File: src/hw/rtl/bbg_pkg.sv
`default_nettype none

package bbg_pkg;

  // box checks
  localparam int HALF_WIDTH = 320;
  localparam int MIN_SIDE   = 10;
  localparam int MAX_SIDE   = 100;
  localparam int MAX_RATIO  = 3;

  // datapath widths
  localparam int COORD_W   = 16;
  localparam int SIDE_W    = COORD_W + 1;
  localparam int RAT_W     = COORD_W + $clog2(MAX_RATIO + 2);
  localparam int XC_W      = COORD_W + 2;
  localparam int YC_W      = COORD_W + 1;
  localparam int PROD_W    = 2 * XC_W;
  localparam int COEFQ_W   = 24;
  localparam int COEFL_W   = 35;
  localparam int COEFK_W   = 42;
  localparam int QT_W      = COEFQ_W + PROD_W;
  localparam int LT_W      = COEFL_W + XC_W;
  localparam int SUM_W     = 58;
  localparam int FRAC_CUT  = 24;
  localparam int RES_W     = SUM_W - FRAC_CUT;
  localparam int OUT_W     = 32;

  // register stages from accept to result
  localparam int PIPE_D = 5;

  localparam logic signed [SIDE_W-1:0] MIN_SIDE_S   = SIDE_W'(MIN_SIDE);
  localparam logic signed [SIDE_W-1:0] MAX_SIDE_S   = SIDE_W'(MAX_SIDE);
  localparam logic [RAT_W-1:0]         RATIO_LIM    = RAT_W'(MAX_RATIO + 1);
  localparam logic [XC_W-1:0]          HALF_WIDTH_U = XC_W'(HALF_WIDTH);
  localparam logic signed [SUM_W-1:0]  ROUND_HALF   = SUM_W'(64'sd1 <<< (FRAC_CUT - 1));
  localparam logic signed [RES_W-1:0]  OUT_MAX_S    = RES_W'(64'sd2147483647);
  localparam logic signed [RES_W-1:0]  OUT_MIN_S    = RES_W'(-64'sd2147483648);

  typedef enum logic [1:0] {
    ST_OK    = 2'd0,
    ST_SIZE  = 2'd1,
    ST_RATIO = 2'd2
  } status_t;

  typedef struct packed {
    status_t                  status;
    logic signed [XC_W-1:0]   xc;
    logic signed [YC_W-1:0]   yc;
  } front_t;

  typedef struct packed {
    logic signed [PROD_W-1:0] xx;
    logic signed [PROD_W-1:0] yy;
    logic signed [PROD_W-1:0] xy;
    logic signed [XC_W-1:0]   xc;
    logic signed [YC_W-1:0]   yc;
  } square_t;

  typedef struct packed {
    logic signed [COEFQ_W-1:0] q_xx;
    logic signed [COEFQ_W-1:0] q_yy;
    logic signed [COEFQ_W-1:0] q_xy;
    logic signed [COEFL_W-1:0] l_x;
    logic signed [COEFL_W-1:0] l_y;
    logic signed [COEFK_W-1:0] k;
  } coef_set_t;

  // calibration coefficients, 32 fraction bits
  localparam coef_set_t GX_COEF = '{
    q_xx: -24'sd114998,
    q_yy:  24'sd155580,
    q_xy: -24'sd221178,
    l_x:   35'sd1210543288,
    l_y:  -35'sd1201929298,
    k:     42'sd228411510897
  };

  localparam coef_set_t GY_COEF = '{
    q_xx:  24'sd180154,
    q_yy:  24'sd5228711,
    q_xy:  24'sd134918,
    l_x:  -35'sd37949641,
    l_y:  -35'sd5664227358,
    k:     42'sd1639022942825
  };

endpackage

`default_nettype wire

File: src/hw/rtl/bbg_square.sv
`default_nettype none

module bbg_square (
  input  wire logic             clk,
  input  wire bbg_pkg::front_t  front_i,
  output bbg_pkg::square_t      sq_r
);

  bbg_pkg::square_t sq_nxt;

  always_comb begin
    sq_nxt.xx = bbg_pkg::PROD_W'(front_i.xc) * bbg_pkg::PROD_W'(front_i.xc);
    sq_nxt.yy = bbg_pkg::PROD_W'(front_i.yc) * bbg_pkg::PROD_W'(front_i.yc);
    sq_nxt.xy = bbg_pkg::PROD_W'(front_i.xc) * bbg_pkg::PROD_W'(front_i.yc);
    sq_nxt.xc = front_i.xc;
    sq_nxt.yc = front_i.yc;
  end

  always_ff @(posedge clk) begin
    sq_r <= sq_nxt;
  end

endmodule

`default_nettype wire

File: config.mk
export PLATFORM = sky130hd
export DESIGN_NAME = bbg_square
export DESIGN_NICKNAME = d
export VERILOG_FILES = /design/src/hw/rtl/bbg_pkg.sv /design/src/hw/rtl/bbg_square.sv
export SDC_FILE = /design/constraint.sdc
export NUM_CORES = 2
export LEC_CHECK = 0
export ABC_AREA = 1
export BUFFER_PORTS_ARGS = -buffer_cell sky130_fd_sc_hd__buf_2
export CAP_MARGIN = 5
export CORE_UTILIZATION = 55
export DETAILED_ROUTE_END_ITERATION = 10
export MAX_ROUTING_LAYER = met4
export PLACE_DENSITY = 0.75
export REMOVE_ABC_BUFFERS = 1
export SLEW_MARGIN = 5
export SYNTH_ARGS = -nofsm -noshare
export SYNTH_HDL_FRONTEND = slang
export SYNTH_SLANG_ARGS = --single-unit
File: constraint.sdc
create_clock -name clk -period 6 [get_ports clk]
set_input_delay 0.9 -clock clk [delete_from_list [all_inputs] [get_ports clk]]
set_output_delay 0.9 -clock clk [all_outputs]
set_load 0.05 [all_outputs]
# After elaboration in Yosys (flattened, before gate mapping)
# Cells that the tools add are included.
# classes
n_mul	3
# op_table
operator	n
multiplier 18 x 18 -> 36 bit	1
multiplier 18 x 17 -> 35 bit	1
multiplier 17 x 17 -> 34 bit	1
# totals
reg_bits	140
input_bits	38
output_inout_bits	143
word_cells	8

# Logic depth before layout (Yosys ltp)
# logic_depth
word_depth	1
depth_mapped	29
mapped_depth_nobuf	27

# Worst setup path after synthesis
# OpenSTA, ideal clock, no wires.
# synth_timing
kind	input -> register
startpoint	input port front_i[34] (netlist name)
endpoint	register sq_r[142] (netlist name)
setup_ns	0.113
arrival_time_ns	6.003
required_time_ns	5.887
path_slack_ns	-0.116
path_stages	21
path_buffers	2
path_cell_list	clkbuf_1 -> buf_1 -> nand2_1 -> fa_1 -> inv_1 -> fa_1 -> fa_1 -> fa_1 -> fa_1 -> inv_1 -> fa_1 -> inv_1 -> ha_1 -> nand2_2 -> inv_1 -> a21oi_1 -> nand2_1 -> a21oi_1 -> nand2_1 -> nand2_1 -> nand2_1
# synth_rtl
element	line_no	rtl
start: declaration	bbg_square.sv:5	input wire bbg_pkg::front_t front_i,
end signal: assignment	bbg_square.sv:20	sq_r <= sq_nxt;
end: declaration	bbg_square.sv:6	output bbg_pkg::square_t sq_r

==> impl_metrics.env <==
export IMPL_netlist_instances=4750
export IMPL_ant_nets=0
export IMPL_port_buffers=176
export IMPL_slowest_delay_ns=0.51
export IMPL_crit_path_top_delay_cell="fa_1"
export IMPL_first_global_vias=32164
export IMPL_whs_ns=0.7559
export IMPL_synth_warnings=0
export IMPL_critPathRequiredTime_ns=6.38
export IMPL_mappedNetlistArea_sq_um=37910
export IMPL_layout_commonest_cell="inv_1"
export IMPL_drtIter0Drc=1532
export IMPL_cts_tree="built"
export IMPL_grt_pass1_wl_um=152800
export IMPL_hp_class="in -> reg"
export IMPL_die_area_sq_um=69990
export IMPL_wire_per_inst_um=14.57
export IMPL_finalSetupViolations=0
export IMPL_cp_start_kind="input pin"
export IMPL_cts_buffers=17
export IMPL_yosysSeqAreaShare_pct=7.181
export IMPL_synth_seq_cells=136
export IMPL_startpoint="front_i[30]"
export IMPL_grt_use_total_pct=28.38
export IMPL_dr_pass1_iters=7
export IMPL_slew_headroom_pct=65.24
export IMPL_synth_cell_types=35
export IMPL_overflow=0
export IMPL_regMostFlops="sq_r"
export IMPL_drive_gt1_share_pct=14.02
export IMPL_final_hold_violation_count=0
export IMPL_clock_sinks=136
export IMPL_path_delay_family="adder cells"
export IMPL_crit_arrival_ns=6.13
export IMPL_register_area_sq_um=2723
export IMPL_io_pins=181
export IMPL_path_depth=21
export IMPL_top_regs="sq_r x136"
export IMPL_slew_violations=0
export IMPL_start_util_pct=56.06
export IMPL_multi_input_area_sq_um=28810
export IMPL_worst_slew_pin_transition_ns=0.5215
export IMPL_final_cell_mix="inv_1, nand2_1, fa_1"
export IMPL_root_buffer="clkbuf_16"
export IMPL_status="finished, final reports clean"
export IMPL_vias=29760
export IMPL_layout_min_cycle_time_ns=5.750
export IMPL_path_class="in -> reg"
export IMPL_route_detailed_drc=0
export IMPL_rsz0062_at_grt="false"
export IMPL_antenna_found_initial=10
export IMPL_cts_buffer_depth=2
export IMPL_hold_depth=2
export IMPL_end_kind="flop"
export IMPL_period_share_pct=95.83
export IMPL_dieHeight_um=264.6
export IMPL_path_buf_inv=6
export IMPL_grt_max_degree=32
export IMPL_h_tree_depth=4
export IMPL_final_util_pct=64.39
export IMPL_post_cts_buffers=0
export IMPL_crit_path_cell_trace="buf_2 > buf_4 > nand2_1 > inv_1 > fa_1 > buf_4 > fa_1 > inv_1 > fa_1 > inv_1 > fa_1 > fa_1 > fa_1 > ha_1 > nand2_1 > nor2_1 > nand2_1 > nor3_1 > nand2_1 > nand3_1 > nand2_1"
export IMPL_fillerInstances=5713
export IMPL_timing_max_cap_violations=0
export IMPL_crit_top_cell="fa_1"
export IMPL_core_region_area_sq_um=67630
export IMPL_viasPerCell=4.858
export IMPL_gp_congestion=0.9768
export IMPL_synth_avg_cell_area_sq_um=7.982
export IMPL_synthToLayoutAreaGrowth_pct=14.87
export IMPL_num_rows=95
export IMPL_die_x_um=264.6
export IMPL_fmax_mhz=173.9
export IMPL_dp_final_hpwl_um=77900
export IMPL_fin_nets=6426
export IMPL_min_from="front_i[24]"
export IMPL_clk_pin_slew_ns=0.06
export IMPL_path_max_fanout=16
export IMPL_finalWirelength_um=89270
export IMPL_largest_reg_flops=136
cells in the mapped netlist:
| library cell | number | area share (%) |
|---|---|---|
| inv_1 | 1533 | 15 |
| nand2_1 | 1150 | 11 |
| fa_1 | 869 | 46 |
| ha_1 | 287 | 9.5 |
| nor2_1 | 154 | 1.5 |
| dfxtp_1 | 136 | 7.2 |
| clkbuf_1 | 135 | 1.3 |
| nand3_1 | 108 | 1.4 |
| a21oi_1 | 89 | 1.2 |
| xor2_1 | 65 | 1.5 |
| nand4_1 | 24 | 0.40 |
| o21bai_1 | 24 | 0.48 |
| nand2_2 | 19 | 0.31 |
| xnor2_1 | 19 | 0.44 |
| nor2_2 | 18 | 0.30 |
| nor3_1 | 16 | 0.21 |
| inv_2 | 15 | 0.15 |
| o21ai_0 | 12 | 0.16 |
| and2_1 | 10 | 0.17 |
| or2_2 | 10 | 0.17 |
| nor3_2 | 8 | 0.21 |
| buf_1 | 7 | 0.069 |
| buf_4 | 7 | 0.14 |
| a21o_1 | 6 | 0.12 |
| nand3_2 | 5 | 0.13 |
| nor2_4 | 5 | 0.15 |
| o21ai_1 | 5 | 0.066 |
| a31o_2 | 4 | 0.092 |
| nand3b_1 | 3 | 0.059 |
| o21a_1 | 2 | 0.040 |
| and2_4 | 1 | 0.023 |
| clkbuf_2 | 1 | 0.013 |
| conb_1 | 1 | 0.0099 |
| o21bai_2 | 1 | 0.030 |
| or2_1 | 1 | 0.017 |
path summary, 6_finish.rpt:
kind | endpoint | slack, ns
max | sq_r[140]$_DFF_P_ | 0.25
min | sq_r[24]$_DFF_P_ | 0.76
metrics by stage:
| step | setup slack [ns] | instance area (sq um) | std cells | setup TNS (ns) |
|---|---|---|---|---|
| final | 0.2503 | 43550 | 6126 | 0 |
| after global routing | 0.001030 | 43550 | 6126 | 0 |
| after CTS | 0.1184 | 43490 | 6116 | 0 |
| after detailed placement | -0.3341 | 42900 | 6086 | -14.36 |
| after global placement | -0.2940 | 42900 | 6086 | -12.10 |
| after floorplan | 0.2815 | 37330 | 4601 | 0 |
per-layer routing:
layer  share of wire [%]  wire [um]  vias up  track usage (%)
li1                    -          -    14235                -
met1                  40      36090    14543            34.35
met2                  51      45350      798            48.68
met3                 5.4       4781      184            3.883
met4                 3.4       3044        0            9.962
met5                   0          0        -                -
logic make-up (layout without fill, tap and decap cells):
family / after synthesis / in the layout / synth area share (%)
DFF: 136 / 136 / 7.181
adders and majority gates: 1156 / 1156 / 55.36
and+or+nand+nor: 1532 / 1532 / 16.47
AOI/OAI and AO/OA: 143 / 143 / 2.155
xor gates and xnor gates: 84 / 84 / 1.940
other: 1 / 12 / 0.009891
buffers and inverters: 1698 / 2190 / 16.88
what timing repair did:
item / CTS / global route
hold buffers: 0 / 0
setup endpoints to repair: 0 / 38
gates resized for setup: 0 / 19
final cells by class:
cell class | count | area share, %
Antenna cell | 10 | 0.05746
Clock buffer | 20 | 1.072
Clock inverter | 10 | 0.2758
Inverter | 1548 | 13.34
Multi-Input combinational cell | 2917 | 66.16
Sequential cell | 136 | 6.252
Tap cell | 873 | 2.508
Timing Repair Buffer | 612 | 10.34
Power is not shown: default switching activity piles up to over one toggle a cycle in this logic, so the estimate is an artifact.
