--- config.mk ---
export PLATFORM = sky130hd
export DESIGN_NAME = bbg_front
export DESIGN_NICKNAME = d
export VERILOG_FILES = /design/src/hw/rtl/bbg_pkg.sv /design/src/hw/rtl/bbg_front.sv
export SDC_FILE = /design/constraint.sdc
export NUM_CORES = 1
export LEC_CHECK = 0
export ABC_AREA = 1
export BUFFER_PORTS_ARGS = -buffer_cell sky130_fd_sc_hd__buf_2
export CAP_MARGIN = 30
export CORE_ASPECT_RATIO = 2
export CORE_UTILIZATION = 23
export CTS_CLUSTER_SIZE = 16
export DETAILED_ROUTE_END_ITERATION = 8
export PLACE_DENSITY = 0.36
export SLEW_MARGIN = 25
export SYNTH_ARGS = -nofsm -noshare
export SYNTH_HDL_FRONTEND = slang
export SYNTH_SLANG_ARGS = --single-unit
--- constraint.sdc ---
create_clock -name clk -period 5.46 [get_ports clk]
set_input_delay 1.092 -clock clk [delete_from_list [all_inputs] [get_ports clk]]
set_output_delay 1.092 -clock clk [all_outputs]
set_load 0.005 [all_outputs]
--- src/hw/rtl/bbg_pkg.sv ---
`default_nettype none

package bbg_pkg;

  // box checks
  localparam int HALF_WIDTH = 320;
  localparam int MIN_SIDE   = 10;
  localparam int MAX_SIDE   = 100;
  localparam int MAX_RATIO  = 3;

  // datapath widths
  localparam int COORD_W   = 16;
  localparam int SIDE_W    = COORD_W + 1;
  localparam int RAT_W     = COORD_W + $clog2(MAX_RATIO + 2);
  localparam int XC_W      = COORD_W + 2;
  localparam int YC_W      = COORD_W + 1;
  localparam int PROD_W    = 2 * XC_W;
  localparam int COEFQ_W   = 24;
  localparam int COEFL_W   = 35;
  localparam int COEFK_W   = 42;
  localparam int QT_W      = COEFQ_W + PROD_W;
  localparam int LT_W      = COEFL_W + XC_W;
  localparam int SUM_W     = 58;
  localparam int FRAC_CUT  = 24;
  localparam int RES_W     = SUM_W - FRAC_CUT;
  localparam int OUT_W     = 32;

  // register stages from accept to result
  localparam int PIPE_D = 5;

  localparam logic signed [SIDE_W-1:0] MIN_SIDE_S   = SIDE_W'(MIN_SIDE);
  localparam logic signed [SIDE_W-1:0] MAX_SIDE_S   = SIDE_W'(MAX_SIDE);
  localparam logic [RAT_W-1:0]         RATIO_LIM    = RAT_W'(MAX_RATIO + 1);
  localparam logic [XC_W-1:0]          HALF_WIDTH_U = XC_W'(HALF_WIDTH);
  localparam logic signed [SUM_W-1:0]  ROUND_HALF   = SUM_W'(64'sd1 <<< (FRAC_CUT - 1));
  localparam logic signed [RES_W-1:0]  OUT_MAX_S    = RES_W'(64'sd2147483647);
  localparam logic signed [RES_W-1:0]  OUT_MIN_S    = RES_W'(-64'sd2147483648);

  typedef enum logic [1:0] {
    ST_OK    = 2'd0,
    ST_SIZE  = 2'd1,
    ST_RATIO = 2'd2
  } status_t;

  typedef struct packed {
    status_t                  status;
    logic signed [XC_W-1:0]   xc;
    logic signed [YC_W-1:0]   yc;
  } front_t;

  typedef struct packed {
    logic signed [PROD_W-1:0] xx;
    logic signed [PROD_W-1:0] yy;
    logic signed [PROD_W-1:0] xy;
    logic signed [XC_W-1:0]   xc;
    logic signed [YC_W-1:0]   yc;
  } square_t;

  typedef struct packed {
    logic signed [COEFQ_W-1:0] q_xx;
    logic signed [COEFQ_W-1:0] q_yy;
    logic signed [COEFQ_W-1:0] q_xy;
    logic signed [COEFL_W-1:0] l_x;
    logic signed [COEFL_W-1:0] l_y;
    logic signed [COEFK_W-1:0] k;
  } coef_set_t;

  // calibration coefficients, 32 fraction bits
  localparam coef_set_t GX_COEF = '{
    q_xx: -24'sd114998,
    q_yy:  24'sd155580,
    q_xy: -24'sd221178,
    l_x:   35'sd1210543288,
    l_y:  -35'sd1201929298,
    k:     42'sd228411510897
  };

  localparam coef_set_t GY_COEF = '{
    q_xx:  24'sd180154,
    q_yy:  24'sd5228711,
    q_xy:  24'sd134918,
    l_x:  -35'sd37949641,
    l_y:  -35'sd5664227358,
    k:     42'sd1639022942825
  };

endpackage

`default_nettype wire

--- src/hw/rtl/bbg_front.sv ---
`default_nettype none

module bbg_front (
  input  wire logic                          clk,
  input  wire logic [bbg_pkg::COORD_W-1:0]   left_x,
  input  wire logic [bbg_pkg::COORD_W-1:0]   top_y,
  input  wire logic [bbg_pkg::COORD_W-1:0]   right_x,
  input  wire logic [bbg_pkg::COORD_W-1:0]   bottom_y,
  output bbg_pkg::front_t                    front_r
);

  logic signed [bbg_pkg::SIDE_W-1:0] w_s;
  logic signed [bbg_pkg::SIDE_W-1:0] h_s;
  logic [bbg_pkg::RAT_W-1:0]         w_u;
  logic [bbg_pkg::RAT_W-1:0]         h_u;
  logic                              size_ok;
  logic                              ratio_bad;
  bbg_pkg::front_t                   front_nxt;

  assign w_s = $signed({1'b0, right_x}) - $signed({1'b0, left_x});
  assign h_s = $signed({1'b0, bottom_y}) - $signed({1'b0, top_y});

  assign size_ok = (w_s >= bbg_pkg::MIN_SIDE_S) && (w_s <= bbg_pkg::MAX_SIDE_S) &&
                   (h_s >= bbg_pkg::MIN_SIDE_S) && (h_s <= bbg_pkg::MAX_SIDE_S);

  // integer quotient above the limit means side >= (limit + 1) * other side
  assign w_u = bbg_pkg::RAT_W'(w_s[bbg_pkg::COORD_W-1:0]);
  assign h_u = bbg_pkg::RAT_W'(h_s[bbg_pkg::COORD_W-1:0]);
  assign ratio_bad = (w_u >= bbg_pkg::RATIO_LIM * h_u) ||
                     (h_u >= bbg_pkg::RATIO_LIM * w_u);

  always_comb begin
    priority if (!size_ok) begin
      front_nxt.status = bbg_pkg::ST_SIZE;
    end else if (ratio_bad) begin
      front_nxt.status = bbg_pkg::ST_RATIO;
    end else begin
      front_nxt.status = bbg_pkg::ST_OK;
    end
    front_nxt.xc = $signed(bbg_pkg::XC_W'(left_x) +
                           bbg_pkg::XC_W'(w_s[bbg_pkg::COORD_W-1:1]) -
                           bbg_pkg::HALF_WIDTH_U);
    front_nxt.yc = $signed({1'b0, bottom_y});
  end

  always_ff @(posedge clk) begin
    front_r <= front_nxt;
  end

endmodule

`default_nettype wire

# Word-level counts from Yosys, hierarchy flattened
# Cells that the tools add are included.
op_classes:
  n_addsub: 4
  n_lt_le_gt_ge: 6
  muxes: 1
  reduce_logical: 4
ops:
  columns: ["operator", "n"]
  rows:
  - ["16-bit by 18-bit >= comparator with 1-bit output", 2]
  - ["17-bit by 5-bit >= comparator with 1-bit output, second input constant", 2]
  - ["17-bit by 8-bit less-or-equal comparator with 1-bit output, second input constant", 2]
  - ["16-bit by 16-bit subtractor with 17-bit output", 2]
  - ["17-bit by 9-bit subtractor with 18-bit output, second input constant", 1]
  - ["16-bit by 15-bit adder with 17-bit output", 1]
  - ["1-bit logical AND", 3]
  - ["2-bit 2-to-1 mux", 1]
  - ["1-bit logical OR", 1]
word_totals:
  regBits: 36
  input_bits: 65

# Longest topological paths before layout
logic_depth:
  depth_word: 5
  ltp_mapped: 28
  mapped_depth_nobuf: 28

# Least setup slack after synthesis
# No wires, ideal clock.
synth_timing:
  path_type: "input to register"
  from: "input right_x[0] in the netlist's numbering"
  to: "register front_r[31] in the netlist's numbering"
  setup_time_ns: 0.120
  arrival_ns: 3.855
  t_required_ns: 5.340
  slack_ns: 1.486
  cell_stages: 21
  n_path_buf: 0
  cell_sequence: "inv_1 > ha_1 > inv_1 > fa_1 > nand3_1 > nand3b_1 > nand2_1 > inv_1 > ha_1 > ha_1 > nand2_1 > nand2_1 > a31oi_1 > inv_1 > a21oi_1 > o21ai_0 > nand3_1 > nand2_1 > nand3_1 > nand2_1 > xor2_1"
synth_lines:
  columns: ["item", "line_no", "source"]
  rows:
  - ["start: declaration", "bbg_front.sv:7", "input wire logic [bbg_pkg::COORD_W-1:0] right_x,"]
  - ["end signal: assignment", "bbg_front.sv:47", "front_r <= front_nxt;"]
  - ["end: declaration", "bbg_front.sv:9", "output bbg_pkg::front_t front_r"]

==> results.txt <==
* Crit. End Element: flip-flop
- In the final routed layout, each cell accounts on average for 12.8 um.
* Non-filler cells, final: 1091
- Static Leak: 3.32 nW
- Across the VDD grid, the largest voltage drop is 125 uV.
* # setup viols final: 0
* Internal portion of total power: 0.000886 W
* Dominant synthesized flop cell: dfxtp_1
* Routability congestion estimate from global placement: 0.799
* Critical Path, Cell by Cell: buf_2 > inv_1 > ha_1 > inv_1 > fa_1 > nand3_1 > nand2_2 > nand2_1 > nand3_1 > nand2_1 > inv_1 > ha_1 > inv_1 > ha_1 > a21oi_1 > o21ai_0 > a21oi_1 > o21ai_0 > nand3_1 > nand2_1 > nand3_1 > nand2_1 > xor2_1
- The share of total power dissipated in the clock network is 0.223.
- Counting flops with a built-in enable in the synthesized netlist gives 0.
- Result of the run: finished clean
- Detailed-route via count: 4579
* Power density over the cells: 274 nW/um2
* Detailed-route wire length: 14000 um
- The die is 103 um wide.
- Area fraction of the dominant cell type after synthesis: 0.228
- During placement, the flow inserted port buffers numbering 100.
- Sequential share of power: 0.225
- In this run the clock root is driven by a clkbuf_16.
* Number of buffer and inverter instances along the worst setup path: 5
* Maximum number of buffers from clock root to sink: 2
- Biggest regs: front_r x36
* Starting utilization of the core area: 0.235
- Synthesis produced a netlist whose cell count is 724.
* Total Routing Usage GR: 0.142
- The number of global-route vias before repair was 4738.
* Global-route wire length before repair: 22400 um
- Dividing the detail-routed via count by the number of cells gives 4.20.
- The initial antenna violation count came to 0.
- Synthesis warning total: 0
- The number of gates resized after CTS was 0.
- Hold slack final: 0.906 ns
- Placed inst area: 5470 um2
- Including well taps, the total number of placed cells is 1083.
- Sinks on the clock net: 36
- The worst hold path belongs to the class primary input to flip-flop.
- Post-Synthesis Mean Instance Area: 6.44 um2
- Synth area leader: ha_1
* Post-synthesis net count: 877
- P_sw: 0.000658 W
* Post-detailed-placement half-perimeter wirelength: 12500 um
* Unrepaired setup endpoints after global routing: false
- Of the total power, the share spent switching nets is 0.426.
- Crit-path slowest cell: fa_1
- Counting flops per register, the top entry is front_r.
- In the final design database the tool counted 981 nets.
- The total area inside the core boundary comes to 19800 um2.
- 0 antenna diodes ended up in the layout.
* Antenna Violating Nets Remaining: 0
* Final hold violation count: 0
- Min cycle time layout: 4.45 ns
- Among all cell types in the netlist, the one instantiated most often is nand2_1.
* Vertical die dimension: 203 um
- Netlist Area Pre-Place: 4660 um2
- Detailed-routing iteration count for the pre-antenna-repair pass: 4
- Cell family contributing the most delay on the critical path: adder cells
- The detailed router finished its first iteration with 76 violations.
- Count of maximum capacitance violations: 0
- The worst setup path is of the primary input to flip-flop kind.
* Number of clock buffers inserted by TritonCTS: 5
- Setup Buffers After CTS: 0
- After detailed routing, the number of remaining DRC violations is 0.
* Total die area: 20900 um2
- Clock-pin slew was measured on the worst setup and hold paths at 0.06 ns.
- Cell types occupying the most area after synthesis: ha_1 (23%), nand2_1 (16%), dfxtp_1 (15%)
* Max FFs per register: 36
* Final Max Tran Viols: 0
- TritonCTS clock tree: built
- Of the available clock period, the critical path in the final layout requires 0.815.
- Critical path peak fanout: 4
- Seq cells post-synth: 36
- Share of synthesized registers carrying an async set or reset: 0
* CTS H-tree lvls: 2
- After routing the design area is 5630 um2.
- Entering global routing, the biggest net connects 12 pins.
- Sequential area share after synthesis: 0.155
* Signal arrival time at the worst endpoint: 4.63 ns
- Area growth from synthesis to layout: 20.8%
* Cell types with the highest counts after synthesis: nand2_1 (198), inv_1 (154), ha_1 (85)
- Placement row count: 73
- I/O pin cnt: 102
- Highest clock frequency the design can meet: 0.225 GHz
- Kind of start point of the critical path: primary input
- Setup total negative slack on the finished layout was measured at 0 ns.
- Proportion of power drawn by combinational gates: 0.552
- Req. time, crit path: 5.64 ns
- Of the cells placed in the final design, the portion with a size suffix greater than 1 is 0.192.
- Largest stage delay on the critical path: 0.44 ns
- Summed over all layers, the global routing overflow is 0.
* Count of unique library cells instantiated by Yosys: 35
- Buffers inserted to repair hold after CTS numbered 0.
## cell usage in the layout (no fill, tap or decap), types with 7 or more instances in the layout
master	count
a21oi_1	31
nor2_1	37
nand2_1	198
dfxtp_1	36
nand4_1	17
nand2_2	20
o21bai_1	9
buf_2	100
ha_1	85
inv_2	7
nand3_1	44
nand3_2	9
xor2_1	16
inv_1	154
o21ai_0	10
## cell families after synthesis
kind of cell / synth area share
buf+inv: 0.135
fa+ha+maj: 0.241
flops: 0.155
other cells: 0.000805
simple gates: 0.336
xor+xnor: 0.0481
compound gates: 0.0848
## per-layer routing
layer / vias to the layer above / routed length (um) / share of wire / global-route usage
li1: 2486 / - / - / -
met1: 2015 / 4760 / 0.34 / 0.124
met2: 62 / 8500 / 0.61 / 0.302
met3: 16 / 268 / 0.019 / 0.0130
met4: 0 / 482 / 0.034 / 0.0663
met5: - / 0 / 0 / 0
## metrics by stage
stage                     utilization  setup WS [ns]  power (W)
after global placement          0.276          0.652    0.00124
after detailed placement        0.276          0.594    0.00123
final                           0.284           1.01    0.00154
after floorplan                     -           1.49   0.000955
after CTS                       0.284          0.918    0.00159
after global routing            0.284          0.695    0.00172
## power groups by stage
stage	registers (W)	clock network (W)	logic, W
final	0.000348	0.000344	0.000853
after global routing	0.000357	0.000368	0.000999
after CTS	0.000350	0.000365	0.000879
after detailed placement	0.000356	0	0.000874
after global placement	0.000355	0	0.000883
after floorplan	0.000367	0	0.000588
## final timing paths
check | startpoint | depth (start not counted) | end | slack (ns)
min | bottom_y[0] | 1 | front_r[0] | 0.91
max | right_x[0] | 23 | front_r[31] | 1.01
## cell type report
type	count	area (um2)
Clock inverter	2	35.0
Clock buffer	6	129
Inverter	161	604
Multi-Input combinational cell	524	3310
Fill cell	2338	14200
Tap cell	262	328
Timing Repair Buffer	100	500
Sequential cell	36	721
Note: power is estimated with default switching activity, not from simulation.
